### config.mk
export PLATFORM = sky130hd
export DESIGN_NAME = scalar_kalman_filter
export DESIGN_NICKNAME = d
export VERILOG_FILES = /design/src/rtl/core/skf_pkg.sv /design/src/rtl/core/skf_dp.sv /design/src/rtl/core/skf_ctrl.sv /design/src/rtl/core/scalar_kalman_filter.sv
export SDC_FILE = /design/constraint.sdc
export NUM_CORES = 2
export LEC_CHECK = 0
export BUFFER_PORTS_ARGS = -buffer_cell sky130_fd_sc_hd__buf_4
export CAP_MARGIN = 20
export CORE_MARGIN = 1.5
export CORE_UTILIZATION = 50
export CTS_CLUSTER_SIZE = 14
export DETAILED_ROUTE_END_ITERATION = 10
export PLACE_DENSITY = 0.76
export SYNTH_ARGS = -nofsm -noshare
export SYNTH_HDL_FRONTEND = slang
export SYNTH_SLANG_ARGS = --single-unit
### constraint.sdc
create_clock -name clk -period 8.5 [get_ports clk]
set_input_delay 0.85 -clock clk [delete_from_list [all_inputs] [get_ports clk]]
set_output_delay 0.85 -clock clk [all_outputs]
set_load 0.005 [all_outputs]
### src/rtl/core/skf_pkg.sv
// Shared widths, constants and control types for the scalar Kalman filter.
package skf_pkg;

  localparam int DATA_W    = 32;
  localparam int FRAC_W    = 16;
  localparam int CFG_IDX_W = 8;
  localparam int CNT_W     = $clog2(FRAC_W);
  localparam int EXT_W     = DATA_W + 1;
  localparam int PROD_W    = EXT_W + FRAC_W + 1;

  localparam logic [FRAC_W:0]    ONE_FIX  = {1'b1, {FRAC_W{1'b0}}};
  localparam logic [CNT_W-1:0]   DIV_LAST = CNT_W'(FRAC_W - 1);

  localparam logic [CFG_IDX_W-1:0] REG_PROCESS_NOISE     = CFG_IDX_W'(0);
  localparam logic [CFG_IDX_W-1:0] REG_MEASUREMENT_NOISE = CFG_IDX_W'(1);

  localparam logic [DATA_W-1:0] PROCESS_NOISE_RST     = DATA_W'(655);
  localparam logic [DATA_W-1:0] MEASUREMENT_NOISE_RST = DATA_W'(65536);

  typedef struct packed {
    logic load;
    logic prep;
    logic div_step;
    logic mul_x;
    logic mul_p;
    logic commit;
  } skf_cmd_t;

endpackage

### src/rtl/core/skf_dp.sv
// Datapath: prediction, restoring gain divider, shared multiplier, state update.
module skf_dp (
  input  logic                      clk,
  input  logic                      rst_n,
  input  skf_pkg::skf_cmd_t         cmd,
  input  logic [skf_pkg::DATA_W-1:0] sample,
  input  logic [skf_pkg::DATA_W-1:0] q_noise,
  input  logic [skf_pkg::DATA_W-1:0] r_noise,
  output logic [skf_pkg::DATA_W-1:0] filtered,
  output logic [skf_pkg::DATA_W-1:0] error_variance
);
  import skf_pkg::*;

  logic [DATA_W-1:0] x_r, x_nxt;
  logic [DATA_W-1:0] p_r, p_nxt;
  logic [DATA_W-1:0] pp_r;
  logic [EXT_W-1:0]  d_r;
  logic [EXT_W-1:0]  mag_r;
  logic              neg_r;
  logic [EXT_W-1:0]  den_r;
  logic              den0_r;
  logic              sat_r;
  logic [EXT_W-1:0]  rem_r;
  logic [FRAC_W-1:0] quo_r;
  logic [PROD_W-1:0] prod_r;
  logic [DATA_W-1:0] xn_r;

  logic [EXT_W-1:0]  pp_sum;
  logic [EXT_W-1:0]  d_val;
  logic [EXT_W:0]    trial;
  logic [EXT_W:0]    trial_sub;
  logic [FRAC_W-1:0] gain;
  logic [EXT_W-1:0]  mul_a;
  logic [FRAC_W:0]   mul_b;
  logic [EXT_W-1:0]  step;
  logic [EXT_W:0]    x_ext;
  logic [EXT_W:0]    x_new;

  assign pp_sum    = {1'b0, p_r} + {1'b0, q_noise};
  assign d_val     = {sample[DATA_W-1], sample} - {x_r[DATA_W-1], x_r};
  assign trial     = {rem_r, 1'b0};
  assign trial_sub = trial - {1'b0, den_r};

  always_comb begin
    if (den0_r) begin
      gain = '0;
    end else if (sat_r) begin
      gain = '1;
    end else begin
      gain = quo_r;
    end
  end

  always_comb begin
    if (cmd.mul_x) begin
      mul_a = mag_r;
      mul_b = {1'b0, gain};
    end else begin
      mul_a = {1'b0, pp_r};
      mul_b = ONE_FIX - {1'b0, gain};
    end
  end

  assign step  = prod_r[FRAC_W +: EXT_W];
  assign x_ext = {{2{x_r[DATA_W-1]}}, x_r};
  assign x_new = neg_r ? (x_ext - {1'b0, step}) : (x_ext + {1'b0, step});

  always_comb begin
    x_nxt = x_r;
    p_nxt = p_r;
    if (cmd.commit) begin
      x_nxt = xn_r;
      p_nxt = prod_r[FRAC_W +: DATA_W];
    end
  end

  always_ff @(posedge clk) begin
    if (!rst_n) begin
      x_r <= '0;
      p_r <= '0;
    end else begin
      x_r <= x_nxt;
      p_r <= p_nxt;
    end
  end

  always_ff @(posedge clk) begin
    if (cmd.load) begin
      pp_r <= pp_sum[DATA_W] ? '1 : pp_sum[DATA_W-1:0];
      d_r  <= d_val;
    end
    if (cmd.prep) begin
      den_r  <= {1'b0, pp_r} + {1'b0, r_noise};
      den0_r <= (pp_r == '0) && (r_noise == '0);
      sat_r  <= (r_noise == '0);
      neg_r  <= d_r[EXT_W-1];
      mag_r  <= d_r[EXT_W-1] ? (EXT_W'(0) - d_r) : d_r;
      rem_r  <= {1'b0, pp_r};
      quo_r  <= '0;
    end
    if (cmd.div_step) begin
      if (trial >= {1'b0, den_r}) begin
        rem_r <= trial_sub[EXT_W-1:0];
        quo_r <= {quo_r[FRAC_W-2:0], 1'b1};
      end else begin
        rem_r <= trial[EXT_W-1:0];
        quo_r <= {quo_r[FRAC_W-2:0], 1'b0};
      end
    end
    if (cmd.mul_x || cmd.mul_p) begin
      prod_r <= PROD_W'(mul_a * mul_b);
    end
    if (cmd.mul_p) begin
      xn_r <= x_new[DATA_W-1:0];
    end
  end

  assign filtered       = x_r;
  assign error_variance = p_r;

endmodule

### src/rtl/core/skf_ctrl.sv
// Controller: sequences load, divide, multiply and commit; owns the item handshakes.
module skf_ctrl (
  input  logic              clk,
  input  logic              rst_n,
  input  logic              in_tvalid,
  output logic              in_tready,
  output logic              out_tvalid,
  input  logic              out_tready,
  output skf_pkg::skf_cmd_t cmd
);
  import skf_pkg::*;

  typedef enum logic [2:0] {
    ST_IDLE,
    ST_PREP,
    ST_DIV,
    ST_MULX,
    ST_MULP,
    ST_DONE
  } state_t;

  state_t           state_r;
  logic [CNT_W-1:0] cnt_r;
  logic             out_valid_r;
  logic             out_free;

  assign out_free   = !out_valid_r || out_tready;
  assign in_tready  = (state_r == ST_IDLE);
  assign out_tvalid = out_valid_r;

  always_comb begin
    cmd          = '0;
    cmd.load     = in_tvalid && (state_r == ST_IDLE);
    cmd.prep     = (state_r == ST_PREP);
    cmd.div_step = (state_r == ST_DIV);
    cmd.mul_x    = (state_r == ST_MULX);
    cmd.mul_p    = (state_r == ST_MULP);
    cmd.commit   = (state_r == ST_DONE) && out_free;
  end

  always_ff @(posedge clk) begin
    if (!rst_n) begin
      state_r     <= ST_IDLE;
      cnt_r       <= '0;
      out_valid_r <= 1'b0;
    end else begin
      if (cmd.commit) begin
        out_valid_r <= 1'b1;
      end else if (out_valid_r && out_tready) begin
        out_valid_r <= 1'b0;
      end
      case (state_r)
        ST_IDLE: begin
          if (in_tvalid) begin
            state_r <= ST_PREP;
          end
        end
        ST_PREP: begin
          cnt_r   <= '0;
          state_r <= ST_DIV;
        end
        ST_DIV: begin
          cnt_r <= cnt_r + 1'b1;
          if (cnt_r == DIV_LAST) begin
            state_r <= ST_MULX;
          end
        end
        ST_MULX: state_r <= ST_MULP;
        ST_MULP: state_r <= ST_DONE;
        ST_DONE: begin
          if (out_free) begin
            state_r <= ST_IDLE;
          end
        end
        default: state_r <= ST_IDLE;
      endcase
    end
  end

`ifndef NO_ASSERTIONS
  a_cmd_onehot: assert property (@(posedge clk) disable iff (!rst_n)
    $onehot0({cmd.load, cmd.prep, cmd.div_step, cmd.mul_x, cmd.mul_p, cmd.commit}))
    else $error("more than one datapath command");
  a_load_prep: assert property (@(posedge clk) disable iff (!rst_n)
    cmd.load |=> cmd.prep)
    else $error("load not followed by prep");
  a_commit_out: assert property (@(posedge clk) disable iff (!rst_n)
    cmd.commit |=> (out_tvalid && in_tready))
    else $error("commit did not present a result");
  a_no_accept_busy: assert property (@(posedge clk) disable iff (!rst_n)
    (out_tvalid && !out_tready && state_r == ST_DONE) |=> !out_tvalid || state_r == ST_DONE)
    else $error("result overwritten while stalled");
`endif

endmodule

### src/rtl/core/scalar_kalman_filter.sv
// Top level of the scalar Kalman filter: configuration registers, controller and datapath.
//
//   channel | direction | payload
//   in_     | slave     | tdata[31:0] sample (signed Q16.16)
//   out_    | master    | tdata[31:0] filtered, tdata[63:32] error_variance
//   cfg_    | slave     | index 0 process_noise, 1 measurement_noise; data[31:0]
//
// An item is accepted only in idle; its result is presented after prep, 16 divider
// steps, two passes through the shared multiplier and commit, and the next item is
// accepted only once the controller is back in idle, so a new item is not taken
// before the last one is through. Reset is synchronous, active low, and clears estimate and
// variance. A new item is taken while a result waits; a stalled result holds the
// item at commit until out_tready.
module scalar_kalman_filter (
  input  logic                          clk,
  input  logic                          rst_n,
  input  logic                          in_tvalid,
  output logic                          in_tready,
  input  logic [31:0]                   in_tdata,   // [31:0] sample
  output logic                          out_tvalid,
  input  logic                          out_tready,
  output logic [63:0]                   out_tdata,  // [31:0] filtered, [63:32] error_variance
  input  logic                          cfg_valid,
  output logic                          cfg_ready,
  input  logic [skf_pkg::CFG_IDX_W-1:0] cfg_index,
  input  logic [31:0]                   cfg_data
);
  import skf_pkg::*;

  logic [DATA_W-1:0] q_r, q_nxt;
  logic [DATA_W-1:0] r_r, r_nxt;
  logic [DATA_W-1:0] filtered;
  logic [DATA_W-1:0] error_variance;
  skf_cmd_t          cmd;

  assign cfg_ready = 1'b1;

  always_comb begin
    q_nxt = q_r;
    r_nxt = r_r;
    if (cfg_valid) begin
      case (cfg_index)
        REG_PROCESS_NOISE:     q_nxt = cfg_data;
        REG_MEASUREMENT_NOISE: r_nxt = cfg_data;
        default: ;
      endcase
    end
  end

  always_ff @(posedge clk) begin
    if (!rst_n) begin
      q_r <= PROCESS_NOISE_RST;
      r_r <= MEASUREMENT_NOISE_RST;
    end else begin
      q_r <= q_nxt;
      r_r <= r_nxt;
    end
  end

  skf_ctrl u_ctrl (
    .clk        (clk),
    .rst_n      (rst_n),
    .in_tvalid  (in_tvalid),
    .in_tready  (in_tready),
    .out_tvalid (out_tvalid),
    .out_tready (out_tready),
    .cmd        (cmd)
  );

  skf_dp u_dp (
    .clk            (clk),
    .rst_n          (rst_n),
    .cmd            (cmd),
    .sample         (in_tdata),
    .q_noise        (q_r),
    .r_noise        (r_r),
    .filtered       (filtered),
    .error_variance (error_variance)
  );

  assign out_tdata = {error_variance, filtered};

endmodule

Word-level counts from Yosys, hierarchy flattened
Cells that the tools add are included.
{ "word_totals": {"output_inout_bits": 67, "regBits": 399, "mem_count": 0, "latchBits": 0, "mem_bits_rw": 0, "inputBits": 77, "rom_bits": 0, "elab_cells": 75} }
{ "classes": {"mul": 1, "shift": 0, "eq_ne": 10, "bitwise_logic": 0, "addsub": 9, "magnitude_cmp": 1, "reduce_logical": 16, "n_div": 0, "n_mux": 19} }
{ "ops": {"columns": ["operator", "count"], "rows": [
  ["two-way mux 33 bit", 4],
  ["adder 32 x 32 -> 33 bit", 2],
  ["logical NOT 32 bit", 2],
  ["two-way mux 16 bit", 4],
  ["two-way mux 32 bit", 2],
  ["multiplier 33 x 17 -> 48 bit", 1],
  [">= comparator 34 x 33 -> 1 bit", 1],
  ["subtractor 1 x 33 -> 33 bit, first input constant", 1],
  ["subtractor 32 x 32 -> 33 bit", 1],
  ["subtractor 33 bit", 1],
  ["adder 32 bit", 1],
  ["subtractor 32 bit", 1],
  ["case mux 3 bit (6 select lines)", 1],
  ["two-way mux 17 bit", 1],
  ["subtractor 17 x 16 -> 17 bit, first input constant", 1],
  ["two-way mux 3 bit", 3],
  ["equality test 8 x 1 -> 1 bit, second input constant", 1],
  ["logical NOT 8 bit", 1],
  ["case mux 4 bit (2 select lines)", 1],
  ["equality test 3 x 2 -> 1 bit, second input constant", 2],
  ["equality test 3 bit, second input constant", 2],
  ["adder 4 x 1 -> 4 bit, second input constant", 1],
  ["equality test 4 bit, second input constant", 1],
  ["logical AND 1 bit", 4],
  ["other kinds (10)", 16]
]} }

Logic depth before layout (Yosys ltp)
{ "logic_depth": {"ltp_word": 5, "mapped_depth": 35, "mapped_depth_nobuf": 34} }

Hierarchy
A second synthesis with hierarchy kept.
{ "hier_totals": {"hier_cells": 4489, "hier_area_um2": 41145.7} }
{ "by_module_without_submodules": {"columns": ["mod", "instances", "cells_each", "seq_area_each_um2", "area_per_inst_um2"], "rows": [
  ["skf_dp", 1, 4171, 8698.3, 38079.0],
  ["scalar_kalman_filter", 1, 260, 1281.2, 2522.4],
  ["skf_ctrl", 1, 58, 160.2, 544.3]
]} }

Worst setup path after synthesis
OpenSTA, ideal clock, no wires.
{ "synth_timing": {"kind": "register to register", "startpoint": "register u_dp.sat_r", "endpoint": "register u_dp.prod_r[47], data pin", "arrival_time_ps": 7557, "setup_time_ps": 260, "path_buffers": 2, "path_slack_ps": 684, "path_stages_with_launch": 32, "cell_sequence": "edfxtp_1 -> buf_2 -> o21bai_2 -> ha_1 -> o21ai_1 -> o21bai_1 -> or2_2 -> nor3_1 -> mux2i_1 -> o21a_1 -> o21a_1 -> clkbuf_1 -> nor2_1 -> fa_1 -> fa_1 -> fa_1 -> fa_1 -> fa_1 -> inv_1 -> fa_1 -> inv_1 -> ha_1 -> and3_1 -> nand2_1 -> o21a_1 -> o21ai_0 -> o211ai_1 -> a2111o_1 -> nand3_1 -> a31o_2 -> a21oi_1 -> xnor2_1"} }
{ "synth_via": {"elab_chain_cells": 5} }
{ "synth_lines": {"columns": ["item", "line_no", "source"], "rows": [
  ["from (decl)", "skf_dp.sv:22", "logic sat_r;"],
  ["from (signal assigned)", "skf_dp.sv:95", "sat_r <= (r_noise == '0);"],
  ["two-way mux 16 bit *", "skf_dp.sv:47", "end else if (sat_r) begin"],
  ["two-way mux 16 bit *", "skf_dp.sv:45", "if (den0_r) begin"],
  ["subtractor 17 x 16 -> 17 bit", "skf_dp.sv:60", "mul_b = ONE_FIX - {1'b0, gain};"],
  ["two-way mux 17 bit *", "skf_dp.sv:55", "if (cmd.mul_x) begin"],
  ["multiplier 33 x 17 -> 48 bit *", "skf_dp.sv:111", "prod_r <= PROD_W'(mul_a * mul_b);"],
  ["to (signal assigned)", "skf_dp.sv:111", null],
  ["to (decl)", "skf_dp.sv:25", "logic [PROD_W-1:0] prod_r;"]
]} }
Mark *: on every way between the ends. The rest lies on a longest branch, timed or not.
A chain may end at the register's enable or synchronous reset.

Worst setup path after layout
{ "layout_timing": {"startpoint": "register u_dp.den0_r", "endpoint": "register u_dp.prod_r[47], data pin"} }
{ "layout_via": {"elab_chain_cells": 4} }
{ "layout_lines": {"columns": ["item", "line_no", "source"], "rows": [
  ["from (decl)", "skf_dp.sv:21", "logic den0_r;"],
  ["from (signal assigned)", "skf_dp.sv:94", "den0_r <= (pp_r == '0) && (r_noise == '0);"],
  ["two-way mux 16 bit *", "skf_dp.sv:45", null],
  ["subtractor 17 x 16 -> 17 bit", "skf_dp.sv:60", null],
  ["two-way mux 17 bit *", "skf_dp.sv:55", null],
  ["multiplier 33 x 17 -> 48 bit *", "skf_dp.sv:111", null]
]} }
Marked as above.

==> reports/results.txt <==
status - finished clean
Mapped Area - 40500 sq um
syn avg cell area - 8.81 sq um
crit path launch type - register
Worst Hold Launch - u_ctrl.cnt_r[3]$_SDFFE_PN0P_
Congestion Overflow GR - 0
CTS H-Tree Depth - 2
first-pass GRT wire length - 182000 microns
post-route minimum period - 8.21 ns
Die H - 288 microns
number of synthesized flops with an enable pin - 247
Critical Path AT - 8.55 ns
max_slew headroom - 31.6%
Placed Area - 43300 sq um
Tot GR Track Use - 28.3%
initial antenna violation count - 2
TritonCTS buffer count - 43
hold path depth - 1
r2r worst-path depth - 30
initial core utilization - 50.4%
Seq/Total Area, Yosys - 25.0%
detail-routed via count per cell - 5.64
Worst path max stage delay - 0.62 ns
Critical R2R Launch - u_dp.den0_r$_DFFE_PN_
routed wire length per instance - 19.9 microns
Initial DRC Count - 2839
Area growth syn-to-layout - 10.7%
hold worst-path end - u_ctrl.cnt_r[3]$_SDFFE_PN0P_
Netlist cell types - 90
worst-path fanout max - 11
dpl cells - 5740
Slowest-stage cell, CP - xnor2_2
Longest Clk Path Bufs - 3
GP Congestion - 0.986
WL final - 116000 microns
RSZ-0062 raised after global routing - true
Worst Hold Class - register to register
Worst R2R End - u_dp.prod_r[47]$_DFFE_PP_
Die W - 288 microns
largest net degree at the start of global routing - 70
worst skew pair latency - 0.61 ns
critical path type - register to register
Crit. End Element - register
n_diodes - 0
fill count - 7060
Seq cells post-synth - 383
clk root buf - clkbuf_16
non-filler cells, final - 5827
Clock transition at path regs - 0.07 ns
Die ar. - 82700 sq um
final hold vios - 0
Synth Flop Type - edfxtp_1
I/O pins - 144
Worst-Margin Slew - 1.03 ns
# port buffers - 142
fin. max-slew vios - 0
layout cell share with drive strength beyond 1 - 8.47%
PnR worst setup slack - 0.289 ns
Fmax - 122 MHz
R2R Setup Slk - 0.29 ns
CTS tree - done
CORE AREA - 80400 sq um
Antenna Nets Post-Route - 0
Place WS - 0.161 ns
YS warnings - 0
# DRC - 0
# rows - 104
1st-pass router iterations - 6
fin crit share - 96.6%
share of flip-flops with an asynchronous set or reset - 0%
Post-DP HPWL - 92200 microns
# hold bufs at CTS - 0
Setup Viol. Count Final - 0
clk sink count - 383
Crit path top cell by count - fa_1
number of global-route vias before repair - 32.6k
Worst EP required - 8.84 ns
clk_skew - 0.0362 ns
design area - 44900 sq um
NumNets Final - 5550
syn nets - 5417
Synth Instances - 4599
max-cap violations - 0
via count - 32.8k
layout make-up:
cell class	count	area, sq um	area share, %
Clock buffer	54	1170	2.60
Clock inverter	26	282	0.628
Inverter	719	2700	6.02
Multi-Input combinational cell	3321	27200	60.6
Sequential cell	383	10100	22.6
Tap cell	1060	1330	2.96
Timing Repair Buffer	264	2070	4.60
kinds of logic after synthesis:
family | after synthesis | synth area share, %
buf+inv | 895 | 8.41
xor+xnor | 227 | 4.93
simple gates | 1580 | 17.1
compound gates | 734 | 12.1
other cells | 1 | 0.00926
mux | 38 | 0.939
fa+ha+maj | 741 | 31.5
flops | 383 | 25.0
what timing repair did:
action	CTS	global route
setup endpoints to repair	0	18
resized for setup	0	16
setup buffers	0	3
hold endpoints to repair	0	0
worst max-delay path by stage:
stage | from | to | slack [ns] | cells after the start
after floorplan | u_dp.sat_r$_DFFE_PN_ | u_dp.prod_r[47]$_DFFE_PP_ | 0.68 | 31
after detailed placement | u_dp.sat_r$_DFFE_PN_ | u_dp.prod_r[47]$_DFFE_PP_ | 0.16 | 31
final | u_dp.den0_r$_DFFE_PN_ | u_dp.prod_r[47]$_DFFE_PP_ | 0.29 | 30
after global routing | u_dp.sat_r$_DFFE_PN_ | u_dp.prod_r[47]$_DFFE_PP_ | -0.03 | 32
after global placement | u_dp.sat_r$_DFFE_PN_ | u_dp.prod_r[47]$_DFFE_PP_ | 0.26 | 31
after CTS | u_dp.sat_r$_DFFE_PN_ | u_dp.prod_r[47]$_DFFE_PP_ | 0.11 | 31
synthesized netlist by cell type (all sizes together) (69+ instances only):
master	count	area, sq um
and2	79	494
inv	719	2700
xor2	69	604
o21ai	141	706
ha	275	3440
clkbuf	145	546
xnor2	158	1390
edfxtp	247	7420
a21boi	130	976
fa	466	9330
dfxtp	136	2720
nand2	904	3390
nor2	278	1040
a21oi	167	840
per-layer routing:
layer  GRT usage (%)  vias up  wire length [microns]
li1                -    15100                      -
met5               0        -                     12
met3            5.32      325                  11300
met1            37.5    15800                  46100
met4            14.6        2                   7130
met2            44.4     1549                  51300
layout by cell type (no fill, tap or decap), drive strengths merged, types with 141 or more instances in the layout:
| cell type | instances |
|---|---|
| fa | 466 |
| ha | 275 |
| a21oi | 167 |
| buf | 263 |
| edfxtp | 247 |
| nor2 | 278 |
| inv | 725 |
| o21ai | 141 |
| xnor2 | 158 |
| nand2 | 904 |
worst max-delay path: cells and delay by family, from the launching register on:
kind | cells | cell delay (ns)
compound gates | 7 | 1.45
simple gates | 7 | 1.03
xor+xnor | 2 | 0.75
flops | 1 | 0.42
fa+ha+maj | 8 | 3.57
buf+inv | 6 | 0.73
per-stage QoR:
| step | utilization, % | hold slack, ns | setup TNS (ns) |
|---|---|---|---|
| after floorplan | - | 0.422 | 0 |
| after global placement | 53.8 | 0.438 | 0 |
| after detailed placement | 53.8 | 0.444 | 0 |
| after CTS | 55.6 | 0.455 | 0 |
| after global routing | 55.8 | 0.485 | -0.0905 |
| final | 55.8 | 0.453 | 0 |
flip-flops by register name, summed over array words and instances, names as in the netlist:
signal and cells:
u_dp.rem_r 33, u_ctrl.state_r 3, r_r 32, u_dp.d_r 33, u_dp.den0_r 1, u_dp.error_variance 32, u_dp.mag_r 33, u_dp.neg_r 1
u_dp.pp_r 32, q_r 32, u_dp.sat_r 1, u_ctrl.cnt_r 4, u_dp.prod_r 32, u_dp.den_r 33, u_dp.xn_r 32, u_ctrl.out_tvalid 1
u_dp.quo_r 16, u_dp.filtered 32
Power is not shown: default switching activity piles up to over one toggle a cycle in this logic, so the estimate is an artifact.
